$ cat config.mk
export PLATFORM = sky130hd
export DESIGN_NAME = rc5_block_decryptor
export DESIGN_NICKNAME = d
export VERILOG_FILES = /design/src/rtl/rc5bd_pkg.sv /design/src/rtl/rc5_block_decryptor.sv /design/src/rtl/rc5bd_regs.sv /design/src/rtl/rc5bd_ram.sv /design/src/rtl/rc5bd_core.sv
export SDC_FILE = /design/constraint.sdc
export NUM_CORES = 2
export LEC_CHECK = 0
export ABC_AREA = 0
export ABC_CLOCK_PERIOD_IN_PS = 14510
export BUFFER_PORTS_ARGS = -buffer_cell sky130_fd_sc_hd__buf_4
export CAP_MARGIN = 5
export CORE_MARGIN = 2
export CORE_UTILIZATION = 55
export DETAILED_ROUTE_END_ITERATION = 16
export PLACE_DENSITY = 0.71
export SLEW_MARGIN = 20
export SYNTH_ARGS = -nofsm -noshare
export SYNTH_HDL_FRONTEND = slang
export SYNTH_SLANG_ARGS = --single-unit
$ cat constraint.sdc
create_clock -name clk_i -period 14.51 [get_ports clk_i]
set_input_delay 2.902 -clock clk_i [delete_from_list [all_inputs] [get_ports clk_i]]
set_output_delay 2.902 -clock clk_i [all_outputs]
set_load 0.01 [all_outputs]
$ cat src/rtl/rc5bd_pkg.sv
// Shared types, constants and rotate helpers for the RC5-32 block decryptor.
package rc5bd_pkg;

  localparam logic [31:0] PQ_START  = 32'hb7e15163;
  localparam logic [31:0] PQ_STEP   = 32'h9e3779b9;
  localparam int          KEY_WORDS = 4;
  localparam int          KEY_BYTES_HW = 16;
  localparam int          MIX_PASSES = 3;

  typedef enum logic [1:0] {
    REG_ROUND_COUNT = 2'd0,
    REG_KEY_LENGTH  = 2'd1,
    REG_KEY_LOW     = 2'd2,
    REG_KEY_HIGH    = 2'd3
  } reg_idx_e;

  typedef enum logic [2:0] {
    ST_IDLE,
    ST_FILL,
    ST_MIX_RD,
    ST_MIX_A,
    ST_MIX_B,
    ST_DEC,
    ST_DEC_END,
    ST_DONE
  } core_state_e;

  typedef struct packed {
    logic [5:0]  round_count;
    logic [4:0]  key_length;
    logic [63:0] key_bytes_low;
    logic [63:0] key_bytes_high;
  } cfg_t;

  function automatic logic [31:0] rotl32(input logic [31:0] x, input logic [4:0] n);
    logic [63:0] t;
    t = {x, x} << n;
    return t[63:32];
  endfunction

  function automatic logic [31:0] rotr32(input logic [31:0] x, input logic [4:0] n);
    logic [63:0] t;
    t = {x, x} >> n;
    return t[31:0];
  endfunction

endpackage

$ cat src/rtl/rc5_block_decryptor.sv
// RC5-32 block decryptor top level: APB registers, key table memory and sequencer.
// Decrypt (R = keyed rounds): one table word read and one half-round per cycle through the
//   single memory port; ST_DEC_END and ST_DONE then load the result register.
// Key schedule: 2R+2 fill writes, then 3*(2R+2) mix steps, each an ST_MIX_A and an ST_MIX_B state.
// One item in flight; the next is taken the cycle after the result enters the output register.
// Async active-low reset clears control and the keyed flag, sets 12 rounds and 16 key bytes.
module rc5_block_decryptor #(
  parameter int MAX_ROUNDS    = 32,
  parameter int MAX_KEY_BYTES = 16
) (
  input  logic        clk_i,
  input  logic        rst_ni,
  input  logic        s_axis_tvalid,
  output logic        s_axis_tready,
  input  logic [63:0] s_axis_tdata,   // [31:0] cipher_word0, [63:32] cipher_word1
  input  logic        s_axis_tuser,   // [0] action
  input  logic        s_axis_tlast,
  output logic        m_axis_tvalid,
  input  logic        m_axis_tready,
  output logic [63:0] m_axis_tdata,   // [31:0] plain_word0, [63:32] plain_word1
  output logic        m_axis_tuser,   // [0] not_keyed
  output logic        m_axis_tlast,
  input  logic        psel,
  input  logic        penable,
  input  logic        pwrite,
  input  logic [4:0]  paddr,
  input  logic [63:0] pwdata,
  output logic [63:0] prdata,
  output logic        pready
);
  import rc5bd_pkg::*;

  localparam int TABLE_DEPTH = 2 * MAX_ROUNDS + 2;
  localparam int IW = $clog2(TABLE_DEPTH);
  localparam int RW = $clog2(MAX_ROUNDS + 1);

  cfg_t          cfg;
  logic          mem_we;
  logic [IW-1:0] mem_addr;
  logic [31:0]   mem_wdata, mem_rdata;

  rc5bd_regs u_regs (
    .clk_i   (clk_i),
    .rst_ni  (rst_ni),
    .psel    (psel),
    .penable (penable),
    .pwrite  (pwrite),
    .paddr   (paddr),
    .pwdata  (pwdata),
    .prdata  (prdata),
    .pready  (pready),
    .cfg_o   (cfg)
  );

  rc5bd_ram #(
    .DEPTH (TABLE_DEPTH),
    .AW    (IW)
  ) u_ram (
    .clk_i   (clk_i),
    .we_i    (mem_we),
    .addr_i  (mem_addr),
    .wdata_i (mem_wdata),
    .rdata_o (mem_rdata)
  );

  rc5bd_core #(
    .MAX_ROUNDS    (MAX_ROUNDS),
    .MAX_KEY_BYTES (MAX_KEY_BYTES),
    .RW            (RW),
    .IW            (IW)
  ) u_core (
    .clk_i       (clk_i),
    .rst_ni      (rst_ni),
    .cfg_i       (cfg),
    .in_valid_i  (s_axis_tvalid),
    .in_ready_o  (s_axis_tready),
    .in_action_i (s_axis_tuser),
    .in_w0_i     (s_axis_tdata[31:0]),
    .in_w1_i     (s_axis_tdata[63:32]),
    .in_last_i   (s_axis_tlast),
    .out_valid_o (m_axis_tvalid),
    .out_ready_i (m_axis_tready),
    .out_w0_o    (m_axis_tdata[31:0]),
    .out_w1_o    (m_axis_tdata[63:32]),
    .out_nk_o    (m_axis_tuser),
    .out_last_o  (m_axis_tlast),
    .mem_we_o    (mem_we),
    .mem_addr_o  (mem_addr),
    .mem_wdata_o (mem_wdata),
    .mem_rdata_i (mem_rdata)
  );

endmodule

$ cat src/rtl/rc5bd_regs.sv
// APB configuration registers: round count, key length and key bytes.
module rc5bd_regs (
  input  logic               clk_i,
  input  logic               rst_ni,
  input  logic               psel,
  input  logic               penable,
  input  logic               pwrite,
  input  logic [4:0]         paddr,
  input  logic [63:0]        pwdata,
  output logic [63:0]        prdata,
  output logic               pready,
  output rc5bd_pkg::cfg_t    cfg_o
);
  import rc5bd_pkg::*;

  cfg_t     cfg_q, cfg_d;
  reg_idx_e idx;
  logic     wr_en;

  assign idx    = reg_idx_e'(paddr[4:3]);
  assign pready = 1'b1;
  assign wr_en  = psel & penable & pwrite & pready;

  always_comb begin
    cfg_d = cfg_q;
    if (wr_en) begin
      case (idx)
        REG_ROUND_COUNT: cfg_d.round_count    = pwdata[5:0];
        REG_KEY_LENGTH:  cfg_d.key_length     = pwdata[4:0];
        REG_KEY_LOW:     cfg_d.key_bytes_low  = pwdata;
        REG_KEY_HIGH:    cfg_d.key_bytes_high = pwdata;
        default: ;
      endcase
    end
  end

  always_comb begin
    case (idx)
      REG_ROUND_COUNT: prdata = {58'd0, cfg_q.round_count};
      REG_KEY_LENGTH:  prdata = {59'd0, cfg_q.key_length};
      REG_KEY_LOW:     prdata = cfg_q.key_bytes_low;
      REG_KEY_HIGH:    prdata = cfg_q.key_bytes_high;
      default:         prdata = '0;
    endcase
  end

  always_ff @(posedge clk_i or negedge rst_ni) begin
    if (!rst_ni) begin
      cfg_q.round_count    <= 6'd12;
      cfg_q.key_length     <= 5'd16;
      cfg_q.key_bytes_low  <= '0;
      cfg_q.key_bytes_high <= '0;
    end else begin
      cfg_q <= cfg_d;
    end
  end

  assign cfg_o = cfg_q;

endmodule

$ cat src/rtl/rc5bd_ram.sv
// Single-port round-key table memory with registered read data.
module rc5bd_ram #(
  parameter int DEPTH = 66,
  parameter int AW    = 7
) (
  input  logic          clk_i,
  input  logic          we_i,
  input  logic [AW-1:0] addr_i,
  input  logic [31:0]   wdata_i,
  output logic [31:0]   rdata_o
);

  logic [31:0] mem_q [DEPTH];
  logic [31:0] rdata_q;

  always_ff @(posedge clk_i) begin
    if (we_i) begin
      mem_q[addr_i] <= wdata_i;
    end
    rdata_q <= mem_q[addr_i];
  end

  assign rdata_o = rdata_q;

endmodule

$ cat src/rtl/rc5bd_core.sv
// Sequencer and datapath: key table fill and mix, half-round decryption, result register.
module rc5bd_core #(
  parameter int MAX_ROUNDS    = 32,
  parameter int MAX_KEY_BYTES = 16,
  parameter int RW            = 6,
  parameter int IW            = 7
) (
  input  logic               clk_i,
  input  logic               rst_ni,
  input  rc5bd_pkg::cfg_t    cfg_i,
  input  logic               in_valid_i,
  output logic               in_ready_o,
  input  logic               in_action_i,
  input  logic [31:0]        in_w0_i,
  input  logic [31:0]        in_w1_i,
  input  logic               in_last_i,
  output logic               out_valid_o,
  input  logic               out_ready_i,
  output logic [31:0]        out_w0_o,
  output logic [31:0]        out_w1_o,
  output logic               out_nk_o,
  output logic               out_last_o,
  output logic               mem_we_o,
  output logic [IW-1:0]      mem_addr_o,
  output logic [31:0]        mem_wdata_o,
  input  logic [31:0]        mem_rdata_i
);
  import rc5bd_pkg::*;

  localparam int KLIM = (MAX_KEY_BYTES > KEY_BYTES_HW) ? KEY_BYTES_HW : MAX_KEY_BYTES;

  core_state_e state_q, state_d;

  logic                          keyed_q, keyed_d;
  logic [RW-1:0]                 rounds_q, rounds_d;
  logic [KEY_WORDS-1:0][31:0]    key_q, key_d;
  logic [1:0]                    kwl_q, kwl_d;
  logic [IW-1:0]                 ti_q, ti_d;
  logic [IW-1:0]                 raddr_q, raddr_d;
  logic                          pend_q, pend_d;
  logic [1:0]                    ki_q, ki_d;
  logic [1:0]                    pass_q, pass_d;
  logic [31:0]                   fill_q, fill_d;
  logic [31:0]                   a_q, a_d, b_q, b_d;
  logic [31:0]                   d0_q, d0_d, d1_q, d1_d;
  logic                          nk_q, nk_d, last_q, last_d;
  logic                          ov_q, ov_d;
  logic [31:0]                   ow0_q, ow0_d, ow1_q, ow1_d;
  logic                          onk_q, onk_d, olast_q, olast_d;

  logic [RW-1:0]  rounds_c;
  logic [4:0]     klen_c;
  logic [4:0]     kbytes_c;
  logic [127:0]   kb_c;
  logic [IW-1:0]  tlast;
  logic [IW-1:0]  ti_next;
  logic [31:0]    sum_ab, base;
  logic           full_rnd;

  // Clamp configured round count and key length, and zero key bytes past the key length.
  always_comb begin
    if (cfg_i.round_count == '0) begin
      rounds_c = RW'(1);
    end else if (int'(cfg_i.round_count) > MAX_ROUNDS) begin
      rounds_c = RW'(MAX_ROUNDS);
    end else begin
      rounds_c = RW'(cfg_i.round_count);
    end
    if (cfg_i.key_length == '0) begin
      klen_c = 5'd1;
    end else if (int'(cfg_i.key_length) > KLIM) begin
      klen_c = 5'(KLIM);
    end else begin
      klen_c = cfg_i.key_length;
    end
    kbytes_c = klen_c + 5'd3;
    kb_c = {cfg_i.key_bytes_high, cfg_i.key_bytes_low};
    for (int i = 0; i < KEY_BYTES_HW; i++) begin
      if (5'(i) >= klen_c) begin
        kb_c[8*i +: 8] = 8'd0;
      end
    end
  end

  assign tlast   = IW'({rounds_q, 1'b1});
  assign ti_next = (ti_q == tlast) ? '0 : ti_q + IW'(1);
  assign sum_ab  = a_q + b_q;
  assign full_rnd = |raddr_q[IW-1:1];

  always_comb begin
    state_d = state_q;
    keyed_d = keyed_q;
    rounds_d = rounds_q;
    key_d = key_q;
    kwl_d = kwl_q;
    ti_d = ti_q;
    raddr_d = raddr_q;
    pend_d = pend_q;
    ki_d = ki_q;
    pass_d = pass_q;
    fill_d = fill_q;
    a_d = a_q;
    b_d = b_q;
    d0_d = d0_q;
    d1_d = d1_q;
    nk_d = nk_q;
    last_d = last_q;
    ov_d = ov_q & ~out_ready_i;
    ow0_d = ow0_q;
    ow1_d = ow1_q;
    onk_d = onk_q;
    olast_d = olast_q;
    mem_we_o = 1'b0;
    mem_addr_o = ti_q;
    mem_wdata_o = a_q;
    in_ready_o = 1'b0;
    base = '0;

    // Consume the table word read in the previous cycle (decrypt half-round).
    if ((state_q == ST_DEC || state_q == ST_DEC_END) && pend_q) begin
      if (raddr_q[0]) begin
        base = d1_q - mem_rdata_i;
        d1_d = full_rnd ? (rotr32(base, d0_q[4:0]) ^ d0_q) : base;
      end else begin
        base = d0_q - mem_rdata_i;
        d0_d = full_rnd ? (rotr32(base, d1_q[4:0]) ^ d1_q) : base;
      end
    end

    case (state_q)
      ST_IDLE: begin
        in_ready_o = 1'b1;
        if (in_valid_i) begin
          last_d = in_last_i;
          nk_d   = 1'b0;
          d0_d   = '0;
          d1_d   = '0;
          if (!in_action_i) begin
            rounds_d = rounds_c;
            key_d    = kb_c;
            kwl_d    = kbytes_c[3:2] - 2'd1;
            ti_d     = '0;
            ki_d     = '0;
            pass_d   = '0;
            fill_d   = PQ_START;
            a_d      = '0;
            b_d      = '0;
            state_d  = ST_FILL;
          end else if (!keyed_q) begin
            nk_d    = 1'b1;
            state_d = ST_DONE;
          end else begin
            d0_d    = in_w0_i;
            d1_d    = in_w1_i;
            ti_d    = tlast;
            pend_d  = 1'b0;
            state_d = ST_DEC;
          end
        end
      end
      ST_FILL: begin
        mem_we_o    = 1'b1;
        mem_wdata_o = fill_q;
        fill_d      = fill_q + PQ_STEP;
        ti_d        = ti_next;
        if (ti_q == tlast) begin
          state_d = ST_MIX_RD;
        end
      end
      ST_MIX_RD: begin
        state_d = ST_MIX_A;
      end
      ST_MIX_A: begin
        a_d         = rotl32(mem_rdata_i + a_q + b_q, 5'd3);
        mem_we_o    = 1'b1;
        mem_wdata_o = a_d;
        state_d     = ST_MIX_B;
      end
      ST_MIX_B: begin
        b_d        = rotl32(key_q[ki_q] + sum_ab, sum_ab[4:0]);
        key_d[ki_q] = b_d;
        ki_d       = (ki_q == kwl_q) ? 2'd0 : ki_q + 2'd1;
        ti_d       = ti_next;
        // Issue the read for the next step now; it never hits the entry just written.
        mem_addr_o = ti_next;
        if (ti_q == tlast) begin
          pass_d = pass_q + 2'd1;
        end
        if (ti_q == tlast && pass_q == 2'(MIX_PASSES - 1)) begin
          keyed_d = 1'b1;
          state_d = ST_DONE;
        end else begin
          state_d = ST_MIX_A;
        end
      end
      ST_DEC: begin
        pend_d  = 1'b1;
        raddr_d = ti_q;
        if (ti_q == '0) begin
          state_d = ST_DEC_END;
        end else begin
          ti_d = ti_q - IW'(1);
        end
      end
      ST_DEC_END: begin
        state_d = ST_DONE;
      end
      ST_DONE: begin
        if (!ov_q || out_ready_i) begin
          ov_d    = 1'b1;
          ow0_d   = d0_q;
          ow1_d   = d1_q;
          onk_d   = nk_q;
          olast_d = last_q;
          state_d = ST_IDLE;
        end
      end
      default: state_d = ST_IDLE;
    endcase
  end

  always_ff @(posedge clk_i or negedge rst_ni) begin
    if (!rst_ni) begin
      state_q <= ST_IDLE;
    end else begin
      state_q <= state_d;
    end
  end

  always_ff @(posedge clk_i or negedge rst_ni) begin
    if (!rst_ni) begin
      keyed_q <= 1'b0;
      ov_q    <= 1'b0;
      pend_q  <= 1'b0;
    end else begin
      keyed_q <= keyed_d;
      ov_q    <= ov_d;
      pend_q  <= pend_d;
    end
  end

  always_ff @(posedge clk_i) begin
    rounds_q <= rounds_d;
    key_q    <= key_d;
    kwl_q    <= kwl_d;
    ti_q     <= ti_d;
    raddr_q  <= raddr_d;
    ki_q     <= ki_d;
    pass_q   <= pass_d;
    fill_q   <= fill_d;
    a_q      <= a_d;
    b_q      <= b_d;
    d0_q     <= d0_d;
    d1_q     <= d1_d;
    nk_q     <= nk_d;
    last_q   <= last_d;
    ow0_q    <= ow0_d;
    ow1_q    <= ow1_d;
    onk_q    <= onk_d;
    olast_q  <= olast_d;
  end

  assign out_valid_o = ov_q;
  assign out_w0_o    = ow0_q;
  assign out_w1_o    = ow1_q;
  assign out_nk_o    = onk_q;
  assign out_last_o  = olast_q;

endmodule

**Yosys cells after proc, flatten, opt, wreduce, memory -nomap -nowiden**

Memories as Yosys holds them, arrays and structs flattened. A register that Yosys moved wholly into a read port is not among the register bits.
Index checks and enable logic that the tools add are counted.

- Add/sub/neg operators: 13
- Order comparisons: 20
- Equal/unequal tests: 23
- Shift operators: 3
- Multiplexer cells: 82
- Bitwise operators: 7
- Reductions and logical operators: 35

Operators by type and width:

| cell | count |
|---|---|
| $mux W32 | 20 |
| $mux W128 | 2 |
| $pmux W128 S2 | 1 |
| $pmux W32 S2 | 4 |
| $pmux W64 S4 | 1 |
| $add A32 B32 Y32 | 4 |
| $bwmux W128 | 1 |
| $mux W8 | 16 |
| $shr A64 B5 Y32 | 2 |
| $bmux W32 S2 | 1 |
| $demux W32 S2 | 1 |
| $shl A64 B5 Y64 | 1 |
| $sub A32 B32 Y32 | 2 |
| $xor A32 B32 Y32 | 2 |
| $mux W7 | 6 |
| $ge A4 B5 Y1 const A | 8 |
| $add A32 B32 Y32 const B | 1 |
| $pmux W3 S8 | 1 |
| $pmux W7 S3 | 1 |
| $ge A3 B5 Y1 const A | 4 |
| $mux W3 | 6 |
| $reduce_and A4 Y1 | 4 |
| $reduce_and A2 Y1 | 7 |
| $eq A3 B3 Y1 const B | 4 |
| other kinds (41) | 83 |

- Register bits: 527
- Bits in writable memories: 2112
- Input port bits: 142
- Logic and storage cells: 214
- Memories: 1

Memory list:

| memory | words | width | read ports | clocked after memory_dff | write ports | line | source |
|---|---|---|---|---|---|---|---|
| u_ram.mem_q | 66 | 32 | 1 | 1 | 1 | rc5bd_ram.sv:13 | `logic [31:0] mem_q [DEPTH];` |

**Depth between registers and ports, before layout**

- Depth in word-level cells: 8
- Gate-level depth with buffers: 27

**Modules after synthesis**

Synthesis repeated with hierarchy kept, for this count alone.

- Cell total of the unflattened synthesis: 8394
- Area total of the unflattened synthesis: 122693.9 um2

By module, submodules not included:

| module | instances | cells each | area an instance (um2) | sequential area each (um2) |
|---|---|---|---|---|
| rc5bd_ram | 1 | 4223 | 82041.2 | 64061.4 |
| rc5bd_core | 1 | 3734 | 33987.6 | 10980.5 |
| rc5bd_regs | 1 | 437 | 6665.1 | 3482.1 |

**Worst setup path before layout**

OpenSTA, ideal clock, no wires.

- Kind: input to register
- Start point: in s_axis_tuser
- End point: reg u_core.key_q[0] (netlist bit), enable pin
- Arrival: 7477 ps
- Data required time: 14040 ps
- Slack: 6563 ps
- Stages: 3
- Cell sequence: nand2b_1 > a21oi_1 > a21boi_0

- Longest elaborated chain between the ends: 2

RTL lines:

| item | line | source |
|---|---|---|
| start: declaration | rc5_block_decryptor.sv:16 | `input logic s_axis_tuser,` |
| $ne A2 B2 Y1 (no source line) | n/a |  |
| $reduce_and A3 Y1 (no source line) | n/a |  |
| end signal: assignment | rc5bd_core.sv:244 | `key_q <= key_d;` |
| end: declaration | rc5bd_core.sv:36 | `logic [KEY_WORDS-1:0][31:0] key_q, key_d;` |

Every way passes these cells.
A chain may end at the register's enable or synchronous reset.

==> run metrics <==
Synth top area share 61.5%; Area Growth Syn to Fin 13.0%; area leader, netlist edfxtp_1; yosys warns 0; fillcell total 15600; Worst-Margin Slew 1280 ps; Clock Latency Late Sink about 950 ps; max cap viols 0; total CTS buffers 288; post-DP HPWL 245000 um; vias 82500; Initial Utilization 55.3%; crit path DAT 8580 ps; Netlist cell types 110; DRT iter0 DRCs 12400; share of layout cells above drive strength 1 15.9%; Design Area, Final 134000 um^2; area of the multi-input gates between 30000 and 40000 um^2; setup skew after layout 109 ps; Main synth FF type edfxtp_1; Core ar. 215000 um^2; most frequent CP cell o21ai_0; Syn Inst Count roughly 8500; met3 routed WL 48200 um; met2 routed WL 177000 um; CP top delay family compound AO/OA/AOI/OAI gates; sequential share of the synthesized area around 66%; first-pass GRT wire length 559000 um; pins over their slew limit 0; post-route minimum period 7980 ps; final worst slack 6530 ps; Final GP Congestion 1.00; total gr overflow 0; status complete, no violations; Hold Vio Cnt, Final 0; vias in the first global route around 77000; clock root cell clkbuf_16; CTS Buffer Depth 4; Critical path buffers and inverters 1; Fin Setup TNS 0 ps; CTS sink cnt around 2700; min-delay worst type register to register; width of the die 468 um; setup violators final 0; Worst Path Class, Setup register to register; largest cells by area after synthesis edfxtp_1 61%, a22oi_1 4.4%, dfrtp_1 3.0%; worst-path maximum fanout 7; port bufs 270; Metal-1 WL roughly 150000 um; Synth Cell Area 119000 um^2; syn nets 8870; clk slew on worst S/H paths approximately 60 ps; I/O Pins approximately 280; Startpoint Class register; CTS tree built; fin nets 9129; Max-slew headroom 14.5%; Critical Path RT 15110 ps; dpl cell area around 130000 um^2; H-tree levels 5; fmax between 0.1 and 0.15 GHz; final worst-path cycle share 55.0%; Crit path largest cell delay 810 ps; ys async rst share 5.43%; FF+latch count, synth ~2700; hold_buf cts 0; DRT antenna net count 0; Highest Signal Layer met5; # resized after CTS 0; routed length per instance ~34 um; unrepaired setup endpoints after global routing no; FP Rows 170; router iterations before antenna repair 8; dpl ws 6700 ps; gr usage total 35.5%; synthesized area per cell ~14 um^2; pin count of the biggest net entering global routing roughly 110; Reg area 78500 um^2; Slowest-stage cell, CP a31oi_1; initial antenna violation count 16; Die Y-Extent 468 um; Critical Path End Type register; Post-synth EDFFs 2430; vias per cell 6.97; Setup Fix Bufs, Post-CTS 0; DRC 0; Die ar. 219000 um^2; drt total wl roughly 400000 um
[cell families (layout without fill, tap and decap cells)]
logic type / after synthesis / after routing / synth area share, %
adders and majority gates: 203 / 203 / 2.37
xor gates and xnor gates: 221 / 221 / 1.64
buffers and inverters: 669 / 1125 / 2.17
AOI/OAI and AO/OA: 2558 / 2558 / 15.3
muxes: 516 / 516 / 5.68
and+or+nand+nor: 1686 / 1686 / 6.63
other: 1 / 14 / 0.00316
DFF: 2671 / 2671 / 66.2
[area by class of cell]
| type | instances | area share (%) |
|---|---|---|
| Sequential cell | 2671 | 58.6 |
| Antenna cell | 13 | 0.0243 |
| Clock buffer | 373 | 5.82 |
| Tap cell | 2838 | 2.65 |
| Multi-Input combinational cell | 5185 | 28.8 |
| Clock inverter | 114 | 0.764 |
| Inverter | 114 | 0.321 |
| Timing Repair Buffer | 524 | 3.03 |
[stage by stage]
step | hold slack, ps | std cells | util [%]
floorplan | 400 | 8525 | -
global placement | 401 | 11300 | 58.3
detailed placement | 405 | 11300 | 58.3
CTS | 417 | 11800 | 62.4
global route | 439 | 11800 | 62.5
finish | 416 | 11800 | 62.5
[cells in the final DEF (no fill, tap or decap), drive strengths merged, types with 53 or more instances in the layout]
master  synthesis  final
edfxtp       2430   2430
a22oi         697    697
nand2         639    639
buf           131    524
a21oi         430    430
nor2          386    386
clkbuf        424    373
o21ai         283    283
mux2i         226    226
a31oi         193    193
mux2          184    184
ha            167    167
a221oi        162    162
dfrtp         142    142
xnor2         131    131
nor3          121    121
a22o          114    114
nand3         108    108
inv           107    107
mux4          106    106
dfxtp          96     96
clkinv          7     94
xor2           89     89
a41oi          85     85
nor2b          85     85
a21o           79     79
a211oi         53     53
[state kept, by name, indices dropped and copies added (netlist names), 3 cells and up]
register         flops
u_ram.mem_q       2112
u_regs.cfg_o       139
u_core.key_q       128
u_core.a_q          32
u_core.b_q          32
u_core.d0_q         32
u_core.d1_q         32
u_core.fill_q       32
u_core.out_w0_o     32
u_core.out_w1_o     32
u_ram.rdata_o       32
u_core.raddr_q       7
u_core.ti_q          7
u_core.rounds_q      6
u_core.state_q       3
[synthesized netlist by cell type (104+ instances only)]
cell	count
edfxtp_1	2430
a22oi_1	697
nand2_1	639
a21oi_1	426
clkbuf_1	423
nor2_1	384
o21ai_0	265
mux2i_1	224
a31oi_1	190
mux2_2	184
ha_1	167
a221oi_1	161
dfrtp_1	142
xnor2_1	131
nor3_1	120
a22o_1	114
nand3_1	108
inv_1	104
[path summary, 6_finish.rpt]
path	startpoint	end	slack, ps	cells past startpoint
setup / recovery	u_core.a_q[0]	u_core.key_q[54]	6530	27
hold / removal	u_core.nk_q	u_core.out_nk_o	420	0
setup reg to reg	u_core.a_q[0]	u_core.key_q[54]	6530	27
hold reg to reg	u_core.nk_q	u_core.out_nk_o	420	0
max in group asynchronous	rst_ni	u_regs.cfg_o[63]	11350	2
min in group asynchronous	rst_ni	u_regs.cfg_o[28]	1960	1
[layer usage]
layer / vias up / global-route usage [%]
met5: - / 0
met4: 14 / 20.4
met3: 1021 / 8.37
met2: 5806 / 53.0
met1: 41200 / 48.1
li1: 34500 / -
Power is not shown: default switching activity piles up to over one toggle a cycle in this logic, so the estimate is an artifact.
